`src/sv/wsp_pkg.sv`:
```
`default_nettype none
package wsp_pkg;

  localparam int FRAC_BITS_DEF = 16;
  localparam int COEF_SLOTS    = 12;
  localparam int IDX_W         = 4;
  localparam int DATA_W        = 32;
  localparam int PROD_W        = 64;
  localparam int DIM_W         = 14;
  localparam int CAP_LOG       = 40;
  localparam int QW            = CAP_LOG + 1;
  localparam int ROWS          = 3;
  localparam int COLS          = 4;

  localparam logic [DIM_W-1:0] WIDTH_RST  = 14'd1920;
  localparam logic [DIM_W-1:0] HEIGHT_RST = 14'd1080;

  typedef enum logic {
    OP_LOAD    = 1'b0,
    OP_PROJECT = 1'b1
  } op_e;

  typedef enum logic {
    CFG_WIDTH  = 1'b0,
    CFG_HEIGHT = 1'b1
  } cfg_idx_e;

  typedef struct packed {
    logic visible;
    logic neg_x;
    logic neg_y;
    logic sat_x;
    logic sat_y;
  } proj_ctl_t;

endpackage
`default_nettype wire

```
`src/sv/wsp_div.sv`:
```
`default_nettype none
module wsp_div #(
  parameter int SW = 50
) (
  input  wire logic                        clk_i,
  input  wire logic                        en_i,
  input  wire logic [SW:0]                 div_i,
  input  wire logic [SW:0]                 rem_x_i,
  input  wire logic [SW:0]                 rem_y_i,
  input  wire logic [wsp_pkg::QW-1:0]      low_x_i,
  input  wire logic [wsp_pkg::QW-1:0]      low_y_i,
  input  wire logic [wsp_pkg::QW-1:0]      q_x_i,
  input  wire logic [wsp_pkg::QW-1:0]      q_y_i,
  input  wire wsp_pkg::proj_ctl_t          ctl_i,
  output logic [SW:0]                      div_o,
  output logic [SW:0]                      rem_x_o,
  output logic [SW:0]                      rem_y_o,
  output logic [wsp_pkg::QW-1:0]           low_x_o,
  output logic [wsp_pkg::QW-1:0]           low_y_o,
  output logic [wsp_pkg::QW-1:0]           q_x_o,
  output logic [wsp_pkg::QW-1:0]           q_y_o,
  output wsp_pkg::proj_ctl_t               ctl_o
);

  logic [SW+1:0] sh_x, sh_y, dx;
  logic          ge_x, ge_y;
  logic [SW+1:0] dif_x, dif_y;

  assign dx    = {1'b0, div_i};
  assign sh_x  = {rem_x_i, low_x_i[wsp_pkg::QW-1]};
  assign sh_y  = {rem_y_i, low_y_i[wsp_pkg::QW-1]};
  assign ge_x  = sh_x >= dx;
  assign ge_y  = sh_y >= dx;
  assign dif_x = sh_x - dx;
  assign dif_y = sh_y - dx;

  always_ff @(posedge clk_i) begin
    if (en_i) begin
      div_o   <= div_i;
      rem_x_o <= ge_x ? dif_x[SW:0] : sh_x[SW:0];
      rem_y_o <= ge_y ? dif_y[SW:0] : sh_y[SW:0];
      low_x_o <= {low_x_i[wsp_pkg::QW-2:0], 1'b0};
      low_y_o <= {low_y_i[wsp_pkg::QW-2:0], 1'b0};
      q_x_o   <= {q_x_i[wsp_pkg::QW-2:0], ge_x};
      q_y_o   <= {q_y_i[wsp_pkg::QW-2:0], ge_y};
      ctl_o   <= ctl_i;
    end
  end

endmodule
`default_nettype wire

```
`config.mk`:
```
export PLATFORM = sky130hd
export DESIGN_NAME = wsp_div
export DESIGN_NICKNAME = d
export VERILOG_FILES = /design/src/sv/wsp_pkg.sv /design/src/sv/wsp_div.sv
export SDC_FILE = /design/constraint.sdc
export NUM_CORES = 1
export LEC_CHECK = 0
export BUFFER_PORTS_ARGS = -buffer_cell sky130_fd_sc_hd__buf_2
export CAP_MARGIN = 40
export CORE_AREA = 2 2 252 254
export DETAILED_ROUTE_END_ITERATION = 12
export DIE_AREA = 0 0 254 256
export SETUP_SLACK_MARGIN = 0.02
export SYNTH_ARGS = -nofsm -noshare
export SYNTH_HDL_FRONTEND = slang
export SYNTH_SLANG_ARGS = --single-unit
```
`constraint.sdc`:
```
create_clock -name clk_i -period 2.9 [get_ports clk_i]
set_input_delay 0.145 -clock clk_i [delete_from_list [all_inputs] [get_ports clk_i]]
set_output_delay 0.145 -clock clk_i [all_outputs]
set_load 0.05 [all_outputs]
```
### Word-level counts from Yosys, hierarchy flattened

Cells that the tools add are included.

| word-level totals | value |
|---|---|
| bits in registers | 320 |
| logic and storage cells | 18 |

| operators by class | value |
|---|---|
| multiplexer cells | 2 |
| order comparisons | 2 |
| add/sub/neg operators | 2 |

Operator list:

| cell | number |
|---|---|
| greater-or-equal comparator 52 x 51 -> 1 bit | 2 |
| two-way mux 51 bit | 2 |
| subtractor 51 bit | 2 |

### Logic depth before layout (Yosys ltp)

| logic depth | value |
|---|---|
| depth after elaboration | 2 |
| mapped depth | 15 |
| mapped depth without buffers | 13 |

### Worst setup path before layout

Ideal clock, no wire load.

| path | value |
|---|---|
| path type | input to register |
| start | in div_i[16] |
| end | reg rem_y_o[11], data pin |
| slack | -104 ps |
| path buffers | 3 |
| cell stages on the path | 14 |
| arrival time | 2742 ps |
| path through | inv_1 -> ha_1 -> buf_2 -> nand4_2 -> or4_4 -> a21o_1 -> o31ai_2 -> o311a_1 -> o21ai_1 -> o311a_1 -> buf_6 -> clkinv_8 -> buf_12 -> mux2_1 |

| on the way | value |
|---|---|
| longest elaborated chain between the ends | 2 |

Ends and longest elaborated chain:

| what | line | text |
|---|---|---|
| start: declaration | wsp_div.sv:7 | `input wire logic [SW:0] div_i,` |
| greater-or-equal comparator 52 x 51 -> 1 bit | wsp_div.sv:33 | `assign ge_y = sh_y >= dx;` |
| two-way mux 51 bit | wsp_div.sv:41 | `rem_y_o <= ge_y ? dif_y[SW:0] : sh_y[SW:0];` |
| end signal: assignment | wsp_div.sv:41 |  |
| end: declaration | wsp_div.sv:17 | `output logic [SW:0] rem_y_o,` |

No other way between the ends.
A chain may end at the register's enable or synchronous reset.

### Final worst setup path

| path | value |
|---|---|
| start | in rem_y_i[32] |
| end | reg rem_y_o[27], data pin |

| on the way | value |
|---|---|
| longest elaborated chain between the ends | 2 |

Ends and longest elaborated chain:

| what | line | text |
|---|---|---|
| start: declaration | wsp_div.sv:9 | `input wire logic [SW:0] rem_y_i,` |
| greater-or-equal comparator 52 x 51 -> 1 bit | wsp_div.sv:33 |  |
| two-way mux 51 bit | wsp_div.sv:41 |  |

No other way between the ends.

==> flow_metrics.py <==
metrics = {
    "timing": {
        "finalSetupViolations": 0,
        "fmax_mhz": 356.0,
        "rsz0062_at_grt": "true",
        "slew_headroom_pct": 55.94,
        "worstMarginPinSlew_ns": 0.6609,
        "slew_violations": 0,
        "post-route-period-util_pct": 96.86,
        "period_needed_ns": 2.809,
        "fin_ws_ns": 0.09098,
        "hold_violations": 0,
    },
    "power": {
        "p_leak_nw": 12.83,
        "max-vdd-ir-drop_mv": 0.4131,
        "power_w": 0.01646,
        "p_per_area_nw_per_um2": 575.1,
    },
    "placement": {
        "dp_cells": 3317,
        "placed_area_um2": 24190,
        "port_buffers": 641,
        "place_ws_ns": -0.6243,
        "hpwl_um": 58680,
        "routabilityCongestion": 0.9112,
    },
    "setup_path": {
        "endpoint": "rem_y_o[27]$_DFFE_PP_",
        "crit_chain": "dlygate4sd3_1, buf_2, ha_1, and3_1, nand4_1, nor2_1, buf_4, nand4_1, a21oi_1, o21ai_1, o311a_4, clkinv_8, buf_4, nor2_1, a21oi_1",
        "endpoint_kind": "register",
        "slowest_stage": "dlygate4sd3_1",
        "cpPeakStageDelay_ns": 0.54,
        "worstSetupStartpointType": "primary input",
        "critPathKind": "in -> reg",
        "crit_fanout": 28,
        "worst_ep_required_time_ns": 3.20,
        "crit_start": "rem_y_i[32]",
        "worst_ep_arrival_time_ns": 3.11,
    },
    "run": {
        "max_cap_violations": 0,
    },
    "logic_synthesis": {
        "async_flop_share_pct": 0,
        "synth_top_area_share_pct": 55.68,
        "seq_area_frac_synth_pct": 55.68,
        "synth-edff-count": 320,
        "ys_types": 81,
        "synth_seq_cells": 320,
        "avgSynthCellArea_um2": 11.34,
        "synth_largest_area_cell": "edfxtp_1",
        "syn-instance-count": 1522,
        "synth_warnings": 0,
        "synthFlopType": "edfxtp_1",
        "synth_area_leaders": "edfxtp_1 (56%), ha_1 (7.4%), a21oi_1 (4.5%), o21ai_0 (3.2%), nand2_1 (2.8%)",
        "synth.most_common_cell": "edfxtp_1",
        "netlist_area_um2": 17260,
        "netlist_top_cells_count": "edfxtp_1 (320), a21oi_1 (155), nand2_1 (128)",
    },
    "global_routing": {
        "grt_pass1_vias": 18600,
        "grt_pass1_wl_um": 110600,
        "grt_usage_pct": 22.64,
        "grt_antenna_before_repair": 15,
        "overflow": 0,
        "grt_max_degree": 74,
    },
    "die": {
        "design.core.area_um2": 62390,
        "rows": 92,
        "dieHeight_um": 256,
        "io-pin-count": 646,
        "die_w_um": 254,
        "initial_core_util_pct": 27.66,
        "die-area_um2": 65020,
    },
    "worst_hold_path": {
        "holdCritPathClass": "in -> reg",
        "min_path_cells": 3,
    },
    "clock_network": {
        "clockBufferDepth": 3,
        "clk_pin_slew_ns": 0.06,
        "h-tree-depth": 2,
        "root_buffer": "clkbuf_16",
        "cts_tree": "done",
        "cts_sinks": 320,
        "cts_made_buffers": 38,
    },
    "detailed_routing": {
        "dr.pass1.iters": 7,
        "drt_iter0_drc": 1131,
        "vias_per_cell": 4.752,
        "ant_nets": 0,
        "wl_per_cell_um": 20.75,
        "wl_um": 76810,
        "route.detailed.drc": 0,
        "vias": 17590,
    },
    "layout": {
        "nets": 3245,
        "finalNonFillerCells": 3701,
        "syn_to_final_growth_pct": 65.89,
        "utilization_pct": 45.88,
        "fin_area_um2": 28630,
        "layout-drive-gt1-share_pct": 40.54,
    },
    "outcome": {
        "outcome": "completed",
    },
}
-- worst min path at each step --
stage / start / end / slack, ns
5_1_grt: rem_y_i[22] / rem_y_o[23]$_DFFE_PP_ / 0.02
2_1_floorplan: ctl_i[0] / ctl_o[0]$_DFFE_PP_ / 0.24
6_report: rem_y_i[14] / rem_y_o[15]$_DFFE_PP_ / 0.04
4_1_cts: rem_y_i[22] / rem_y_o[23]$_DFFE_PP_ / 0.01
3_3_place_gp: q_y_i[34] / q_y_o[35]$_DFFE_PP_ / 0.32
3_5_place_dp: low_x_i[23] / low_x_o[24]$_DFFE_PP_ / 0.32
-- per-stage QoR --
step,hold WS (ns),TNS (ns)
after floorplan,0.2439,-0.07493
after global placement,0.3223,-37.48
after detailed placement,0.3235,-46.10
after CTS,0.01196,0
after global routing,0.01878,-0.02257
final,0.03618,0
-- worst max-delay path, delay by kind of cell --
family	cells	cell delay, ns
buffers and inverters	5	1.23
AND/OR/NAND/NOR	5	0.82
AO/OA/AOI/OAI	4	0.64
adder cells (fa/ha/maj)	1	0.29
-- layout make-up --
class	instances	area, µm²
sequential	320	9609
tap	846	1059
multi-input combinational	1052	7206
antenna	11	27.53
clock buffer	47	1006
inverter	85	359.1
fill	5735	33760
timing repair buffer	1320	9138
clock inverter	20	224.0
-- cells in the final DEF, fill, tap and decap left out, types with 8 or more instances in the layout --
master	instances
inv_1	75
a21oi_1	150
o21a_1	15
a21o_1	56
edfxtp_1	320
and2_1	8
dlygate4sd3_1	298
and3_1	12
a211oi_1	13
or2_2	8
o21bai_1	20
buf_4	373
buf_2	639
nand4_1	36
nand2_1	127
nor3_1	10
nand3_1	31
nor2_1	107
xnor2_1	47
diode_2	11
clkbuf_16	39
xor2_1	38
o21ai_0	106
clkbuf_1	8
a31oi_1	16
mux2_4	8
ha_1	95
-- what timing repair did --
| action | in CTS | in global routing |
|---|---|---|
| hold buffers | 298 | 0 |
| pin swaps | 0 | 10 |
| endpoints found under the hold margin | 298 | 0 |
| gates resized for setup | 1 | 32 |
| buffers inserted | 0 | 8 |
| setup endpoints to repair | 3 | 55 |
-- metal layers --
layer | vias up | share of wire [%] | global-route usage [%]
li1 | 8322 | - | -
met1 | 8428 | 38 | 24.61
met2 | 677 | 51 | 41.14
met3 | 160 | 6.0 | 4.282
met4 | 0 | 5.1 | 12.22
met5 | - | 0 | 0
-- power by group --
group          total (W)  internal (W)  switching (W)  leakage [nW]
Combinational    0.00575       0.00204        0.00371          9.11
Clock            0.00485       0.00277        0.00208         0.587
Sequential       0.00586       0.00570       0.000163          3.13
-- sequential cells by signal (all words and copies together) (netlist names) --
signal   flops
div_o       51
rem_x_o     51
rem_y_o     51
q_x_o       41
q_y_o       41
low_x_o     40
low_y_o     40
ctl_o        5
-- cells by family (layout without fill, tap and decap cells) --
group,after synthesis,count (layout),synth area share (%)
AO/OA/AOI/OAI,464,464,16.93
AND/OR/NAND/NOR,385,385,10.64
flip-flops,320,320,55.68
buffers and inverters,151,1472,4.010
adder cells (fa/ha/maj),104,104,7.628
XOR/XNOR,85,85,4.314
multiplexers,12,12,0.7686
other,1,13,0.02173
(Power assumes the default switching activity.)
