### src/sv/wsp_pkg.sv
`default_nettype none
package wsp_pkg;

  localparam int FRAC_BITS_DEF = 16;
  localparam int COEF_SLOTS    = 12;
  localparam int IDX_W         = 4;
  localparam int DATA_W        = 32;
  localparam int PROD_W        = 64;
  localparam int DIM_W         = 14;
  localparam int CAP_LOG       = 40;
  localparam int QW            = CAP_LOG + 1;
  localparam int ROWS          = 3;
  localparam int COLS          = 4;

  localparam logic [DIM_W-1:0] WIDTH_RST  = 14'd1920;
  localparam logic [DIM_W-1:0] HEIGHT_RST = 14'd1080;

  typedef enum logic {
    OP_LOAD    = 1'b0,
    OP_PROJECT = 1'b1
  } op_e;

  typedef enum logic {
    CFG_WIDTH  = 1'b0,
    CFG_HEIGHT = 1'b1
  } cfg_idx_e;

  typedef struct packed {
    logic visible;
    logic neg_x;
    logic neg_y;
    logic sat_x;
    logic sat_y;
  } proj_ctl_t;

endpackage
`default_nettype wire

### src/sv/wsp_scale.sv
`default_nettype none
module wsp_scale #(
  parameter int FRAC_BITS = wsp_pkg::FRAC_BITS_DEF,
  parameter int SW        = 66 - FRAC_BITS
) (
  input  wire logic                         clk_i,
  input  wire logic                         en0_i,
  input  wire logic                         en1_i,
  input  wire logic signed [SW-1:0]         clip_i [wsp_pkg::ROWS],
  input  wire logic [wsp_pkg::DIM_W-1:0]    width_i,
  input  wire logic [wsp_pkg::DIM_W-1:0]    height_i,
  output logic [SW:0]                       div_o,
  output logic [SW:0]                       rem_x_o,
  output logic [SW:0]                       rem_y_o,
  output logic [wsp_pkg::QW-1:0]            low_x_o,
  output logic [wsp_pkg::QW-1:0]            low_y_o,
  output wsp_pkg::proj_ctl_t                ctl_o
);

  localparam int MW   = SW + wsp_pkg::DIM_W;
  localparam int NW   = MW + FRAC_BITS;
  localparam int HW   = NW - wsp_pkg::QW;
  localparam int CMPW = (HW > SW + 1) ? HW : SW + 1;
  localparam logic signed [SW-1:0] THRESH = SW'((64'd1 << FRAC_BITS) / 64'd100);

  logic [SW-1:0]       abs_x, abs_y;
  logic [MW-1:0]       mag_x_q, mag_y_q;
  logic [SW:0]         div_q;
  logic                vis_q, neg_x_q, neg_y_q;
  logic [NW-1:0]       num_x, num_y;
  logic [CMPW-1:0]     hi_x, hi_y, div_ext;
  logic                sat_x, sat_y;

  assign abs_x = clip_i[0][SW-1] ? SW'(-clip_i[0]) : SW'(clip_i[0]);
  assign abs_y = clip_i[1][SW-1] ? SW'(-clip_i[1]) : SW'(clip_i[1]);

  always_ff @(posedge clk_i) begin
    if (en0_i) begin
      mag_x_q <= MW'(abs_x) * MW'(width_i);
      mag_y_q <= MW'(abs_y) * MW'(height_i);
      div_q   <= {clip_i[2], 1'b0};
      vis_q   <= (clip_i[2] >= THRESH);
      neg_x_q <= clip_i[0][SW-1];
      neg_y_q <= clip_i[1][SW-1];
    end
  end

  assign num_x   = {mag_x_q, {FRAC_BITS{1'b0}}};
  assign num_y   = {mag_y_q, {FRAC_BITS{1'b0}}};
  assign hi_x    = CMPW'(num_x[NW-1:wsp_pkg::QW]);
  assign hi_y    = CMPW'(num_y[NW-1:wsp_pkg::QW]);
  assign div_ext = CMPW'(div_q);
  assign sat_x   = hi_x >= div_ext;
  assign sat_y   = hi_y >= div_ext;

  always_ff @(posedge clk_i) begin
    if (en1_i) begin
      div_o         <= div_q;
      rem_x_o       <= sat_x ? '0 : hi_x[SW:0];
      rem_y_o       <= sat_y ? '0 : hi_y[SW:0];
      low_x_o       <= num_x[wsp_pkg::QW-1:0];
      low_y_o       <= num_y[wsp_pkg::QW-1:0];
      ctl_o.visible <= vis_q;
      ctl_o.neg_x   <= neg_x_q;
      ctl_o.neg_y   <= neg_y_q;
      ctl_o.sat_x   <= sat_x;
      ctl_o.sat_y   <= sat_y;
    end
  end

endmodule
`default_nettype wire

### config.mk
export PLATFORM = sky130hd
export DESIGN_NAME = wsp_scale
export DESIGN_NICKNAME = d
export VERILOG_FILES = /design/src/sv/wsp_pkg.sv /design/src/sv/wsp_scale.sv
export SDC_FILE = /design/constraint.sdc
export NUM_CORES = 2
export LEC_CHECK = 0
export BUFFER_PORTS_ARGS = -buffer_cell sky130_fd_sc_hd__buf_2
export CAP_MARGIN = 20
export CORE_ASPECT_RATIO = 1.2
export CORE_MARGIN = 4
export CORE_UTILIZATION = 43
export DETAILED_ROUTE_END_ITERATION = 10
export SLEW_MARGIN = 10
export SYNTH_ARGS = -nofsm -noshare
export SYNTH_HDL_FRONTEND = slang
export SYNTH_SLANG_ARGS = --single-unit
### constraint.sdc
create_clock -name clk_i -period 17.4 [get_ports clk_i]
set_input_delay 1.74 -clock clk_i [delete_from_list [all_inputs] [get_ports clk_i]]
set_output_delay 1.74 -clock clk_i [all_outputs]
set_load 0.03 [all_outputs]
======== Yosys cells after proc, flatten, opt, wreduce, memory -nomap -nowiden ========
Index checks and enable logic that the tools add are counted.
cells by class
  magnitude comparators ................... 3
  $add $sub $neg .......................... 2
  multipliers ............................. 2
  mux-type cells .......................... 2
operators by type and width
  kind                                                                  number
  multiplier 50 x 14 -> 64 bit                                          2
  greater-or-equal comparator 39 x 51 -> 1 bit                          2
  two-way mux 50 bit                                                    2
  negation 50 bit                                                       2
  greater-or-equal comparator 50 x 11 -> 1 bit (second input constant)  1
word-level totals
  flip-flop bits (word level) ............. 388
  output and inout port bits .............. 240

======== Depth between registers and ports, before layout ========
  depth after elaboration ................. 3
  depth in mapped cells ................... 33
  mapped depth without buffers ............ 31

======== Worst setup path before layout ========
OpenSTA, ideal clock, no wires.
  kind .................................... input to register
  start ................................... input clip_i[105] (netlist bit)
  end ..................................... register mag_x_q[57], data pin
  setup time .............................. 266 ps
  required time ........................... 17,134 ps
  arrival ................................. 9,827 ps
  stages .................................. 28
  path slack .............................. 7,307 ps
  cells stage by stage .................... or3_4 or4_4 or4_4 or4_4 or3_4 o31ai_2 xnor2_1 buf_2 nand2_1 fa_1 fa_1 inv_1 fa_1 fa_1 fa_1 inv_1 fa_1 inv_1 ha_1 clkbuf_1 a21o_1 a21o_1 a221o_1 a221o_1 a31o_2 a211oi_1 o21ai_0 xor2_1
between the ends
  word-level cells in the longest chain between the ends .. 3
ends and longest elaborated chain
  element                           RTL line         RTL
  from (decl)                       wsp_scale.sv:9   input wire logic signed [SW-1:0] clip_i [wsp_pkg::ROWS],
  negation 50 bit                   wsp_scale.sv:34  assign abs_x = clip_i[0][SW-1] ? SW'(-clip_i[0]) : SW'(clip_i[0]);
  two-way mux 50 bit (*)            wsp_scale.sv:34
  multiplier 50 x 14 -> 64 bit (*)  wsp_scale.sv:39  mag_x_q <= MW'(abs_x) * MW'(width_i);
  to (signal assigned)              wsp_scale.sv:39
  to (decl)                         wsp_scale.sv:27  logic [MW-1:0] mag_x_q, mag_y_q;
Every way passes the cells marked *; elsewhere a longest branch is shown, timed or not.
A chain may end at the register's enable or synchronous reset.

======== Worst setup path after layout ========
  start ................................... input clip_i[52] (netlist bit)
  end ..................................... register mag_y_q[60], data pin
between the ends
  word-level cells in the longest chain between the ends .. 3
ends and longest elaborated chain
  element                           RTL line         RTL
  negation 50 bit                   wsp_scale.sv:35  assign abs_y = clip_i[1][SW-1] ? SW'(-clip_i[1]) : SW'(clip_i[1]);
  two-way mux 50 bit (*)            wsp_scale.sv:35
  multiplier 50 x 14 -> 64 bit (*)  wsp_scale.sv:40  mag_y_q <= MW'(abs_y) * MW'(height_i);
  to (signal assigned)              wsp_scale.sv:40
  to (decl)                         wsp_scale.sv:27
Marked as above.

==> impl_metrics.py <==
metrics = {
    "min_path": {
        "hp-start": "mag_y_q[1]",
        "hp-class": "reg2reg",
    },
    "run": {
        "max_cap_viol_count": 0,
    },
    "route": {
        "vias": 43292,
        "avgRoutedWirePerCell_um": 21.4,
        "wirelength_um": 175000,
        "first_pass_iters": 6,
        "vias_per_cell": 5.30,
        "ant_nets": 0,
        "drt_first_iter_violations": 2500,
        "drc": 0,
    },
    "clock_tree": {
        "cts_tree": "done",
        "htreeDepth": 2,
        "clkLatencyLatePin_ns": 0.62,
        "numCtsBuffers": 44,
        "cts_hold_buf": 0,
        "cts-root-buf": "clkbuf_16",
        "cts_resized": 0,
        "postCtsSetupBuffers": 0,
        "clock-sinks": 364,
        "cts.clk_slew.worst_paths_ns": 0.06,
        "cts_buffer_depth": 3,
    },
    "cells_and_area": {
        "final-seq-area_um2": 10900,
        "layout_common_cells": "inv_1 (1178), fa_1 (1146), nand2_1 (928)",
        "stdcell_count": 8170,
        "fin_area_um2": 64800,
        "area_growth_syn_to_layout_pct": 8.78,
        "drive_above_1_share_pct": 9.45,
        "num-nets-final": 7975,
        "multi_input_area_um2": 43200,
        "fillCellCount": 13051,
        "layout_commonest_cell": "inv_1",
    },
    "floorplanning": {
        "die_y_um": 416,
        "pin_count": 421,
        "initial_core_util_pct": 43.3,
        "core_um2": 138000,
        "rows": 149,
        "die_w_um": 348,
        "dieArea_um2": 145000,
    },
    "critical_path": {
        "arrival_ns": 10.82,
        "worstSetupEndpointType": "flip-flop",
        "crit_type": "in2reg",
        "start_kind": "input pin",
        "critical-path-top-delay-family": "simple AND/OR/NAND/NOR gates",
        "r2r_start": "div_ext[20]",
        "crit_required_ns": 17.76,
        "path_common_cell": "fa_1",
        "crit_buf_inv": 6,
        "worstSetupStartpoint": "clip_i[52]",
        "crit_slowest_cell": "or4b_2",
        "worstPathMaxFanout": 14,
        "slowest_delay_ns": 0.70,
    },
    "place": {
        "dpl_cell_area_um2": 63300,
        "gp_congestion": 0.917,
        "place_inst": 8079,
        "dp_hpwl_um": 135000,
        "io_buffers": 363,
    },
    "yosys": {
        "synthCells": 6148,
        "yosys_warnings": 0,
        "yosysTopAreaCell": "fa_1",
        "synth-seq-cells": 364,
        "syn_area_um2": 59500,
        "synthFlopType": "edfxtp_1",
        "avgSynthCellArea_um2": 9.68,
        "synth_seq_area_share_pct": 18.4,
        "synth-edff-count": 364,
        "yosysUniqueCellTypes": 72,
        "synth_area_leaders": "fa_1 (39%), edfxtp_1 (18%), inv_1 (7.4%)",
        "synth_top_cell_area_share_pct": 38.5,
        "async_reset_ff_share_pct": 0,
    },
    "sta": {
        "tns_ns": 0,
        "clock.fmax_ghz": 0.0956,
        "setup_viol": 0,
        "rsz0062_at_grt": "false",
        "period_share_pct": 60.1,
        "min_period_ns": 10.46,
        "max_slew_margin_pct": 21.9,
        "drv_slew": 0,
        "hold_viol": 0,
        "worst_slew_pin_slew_ns": 1.16,
        "skew_ns": 0.0438,
    },
    "global_routing": {
        "antenna_found_initial": 20,
        "grt_max_degree": 83,
        "grt_use_met3_pct": 5.30,
        "grt_usage_pct": 24.6,
        "grt_pass1_vias": 47668,
        "use_met2_pct": 42.9,
        "grt_pass1_wl_um": 275000,
        "overflow": 0,
        "use_met1_pct": 30.8,
        "busiest_layer": "met2",
    },
    "outcome": {
        "run_status": "finished clean",
    },
}
## final cells by class
class / count / area share [%]
Inverter: 1178 / 6.83
Sequential cell: 364 / 16.9
Multi-Input combinational cell: 4280 / 66.7
Timing Repair Buffer: 446 / 3.80
Tap cell: 1812 / 3.50
Clock inverter: 30 / 0.547
Antenna cell: 9 / 0.0348
Clock buffer: 51 / 1.74
## registers in the layout (all words and copies together) (netlist names)
name,flops
ctl_o,5
div_ext,50
div_o,50
low_x_o,25
low_y_o,25
mag_x_q,64
mag_y_q,64
neg_x_q,1
neg_y_q,1
rem_x_o,39
rem_y_o,39
vis_q,1
## metrics by stage
stage | hold slack, ns | utilization, % | worst slack, ns
5_1_grt | 0.422 | 47.1 | 6.50
4_1_cts | 0.414 | 47.1 | 6.93
3_3_place_gp | 0.402 | 46.0 | 6.36
3_5_place_dp | 0.405 | 46.0 | 6.32
6_report | 0.413 | 47.1 | 6.94
2_1_floorplan | 0.400 | - | 7.31
## path summary, 6_finish.rpt
| kind | cells after the start | end | slack (ns) |
|---|---|---|---|
| max | 30 | mag_y_q[60] | 6.94 |
| min reg2reg | 0 | low_y_o[17] | 0.41 |
| min | 0 | low_y_o[17] | 0.41 |
| max reg2reg | 11 | rem_y_o[5] | 13.45 |
## routing by layer
metal  vias to the layer above  wire length, um
li1                      19138                -
met1                     22284            69100
met2                      1555            86200
met3                       313            13400
met4                         2             5820
met5                         -               10
## Yosys cell counts (25+ instances only)
cell      instances
ha_1            334
a21o_1          103
a21oi_1         173
fa_1           1146
and2_1          612
o21ai_0         114
xor2_1           48
inv_1          1178
o31ai_1          31
or3_1            25
nand3_1          31
nor3b_1          41
clkbuf_1        310
buf_4            57
edfxtp_1        364
xnor2_1         164
nor2_1           82
nand2_1         928
nor2b_1          53
nand4_1          46
## logic make-up (layout without fill, tap and decap cells)
kind of cell | after synthesis | after routing | share of synthesized area (%)
AO/OA/AOI/OAI | 590 | 590 | 6.40
XOR/XNOR | 212 | 212 | 3.12
adder cells (fa/ha/maj) | 1480 | 1480 | 45.6
buffers and inverters | 1560 | 1705 | 10.2
flip-flops | 364 | 364 | 18.4
multiplexers | 2 | 2 | 0.0357
other | 1 | 66 | 0.00630
AND/OR/NAND/NOR | 1939 | 1939 | 16.3
Power is left out: the tool's default activity adds up to more than one toggle a clock period on the data nets, which glitch-free logic cannot reach.
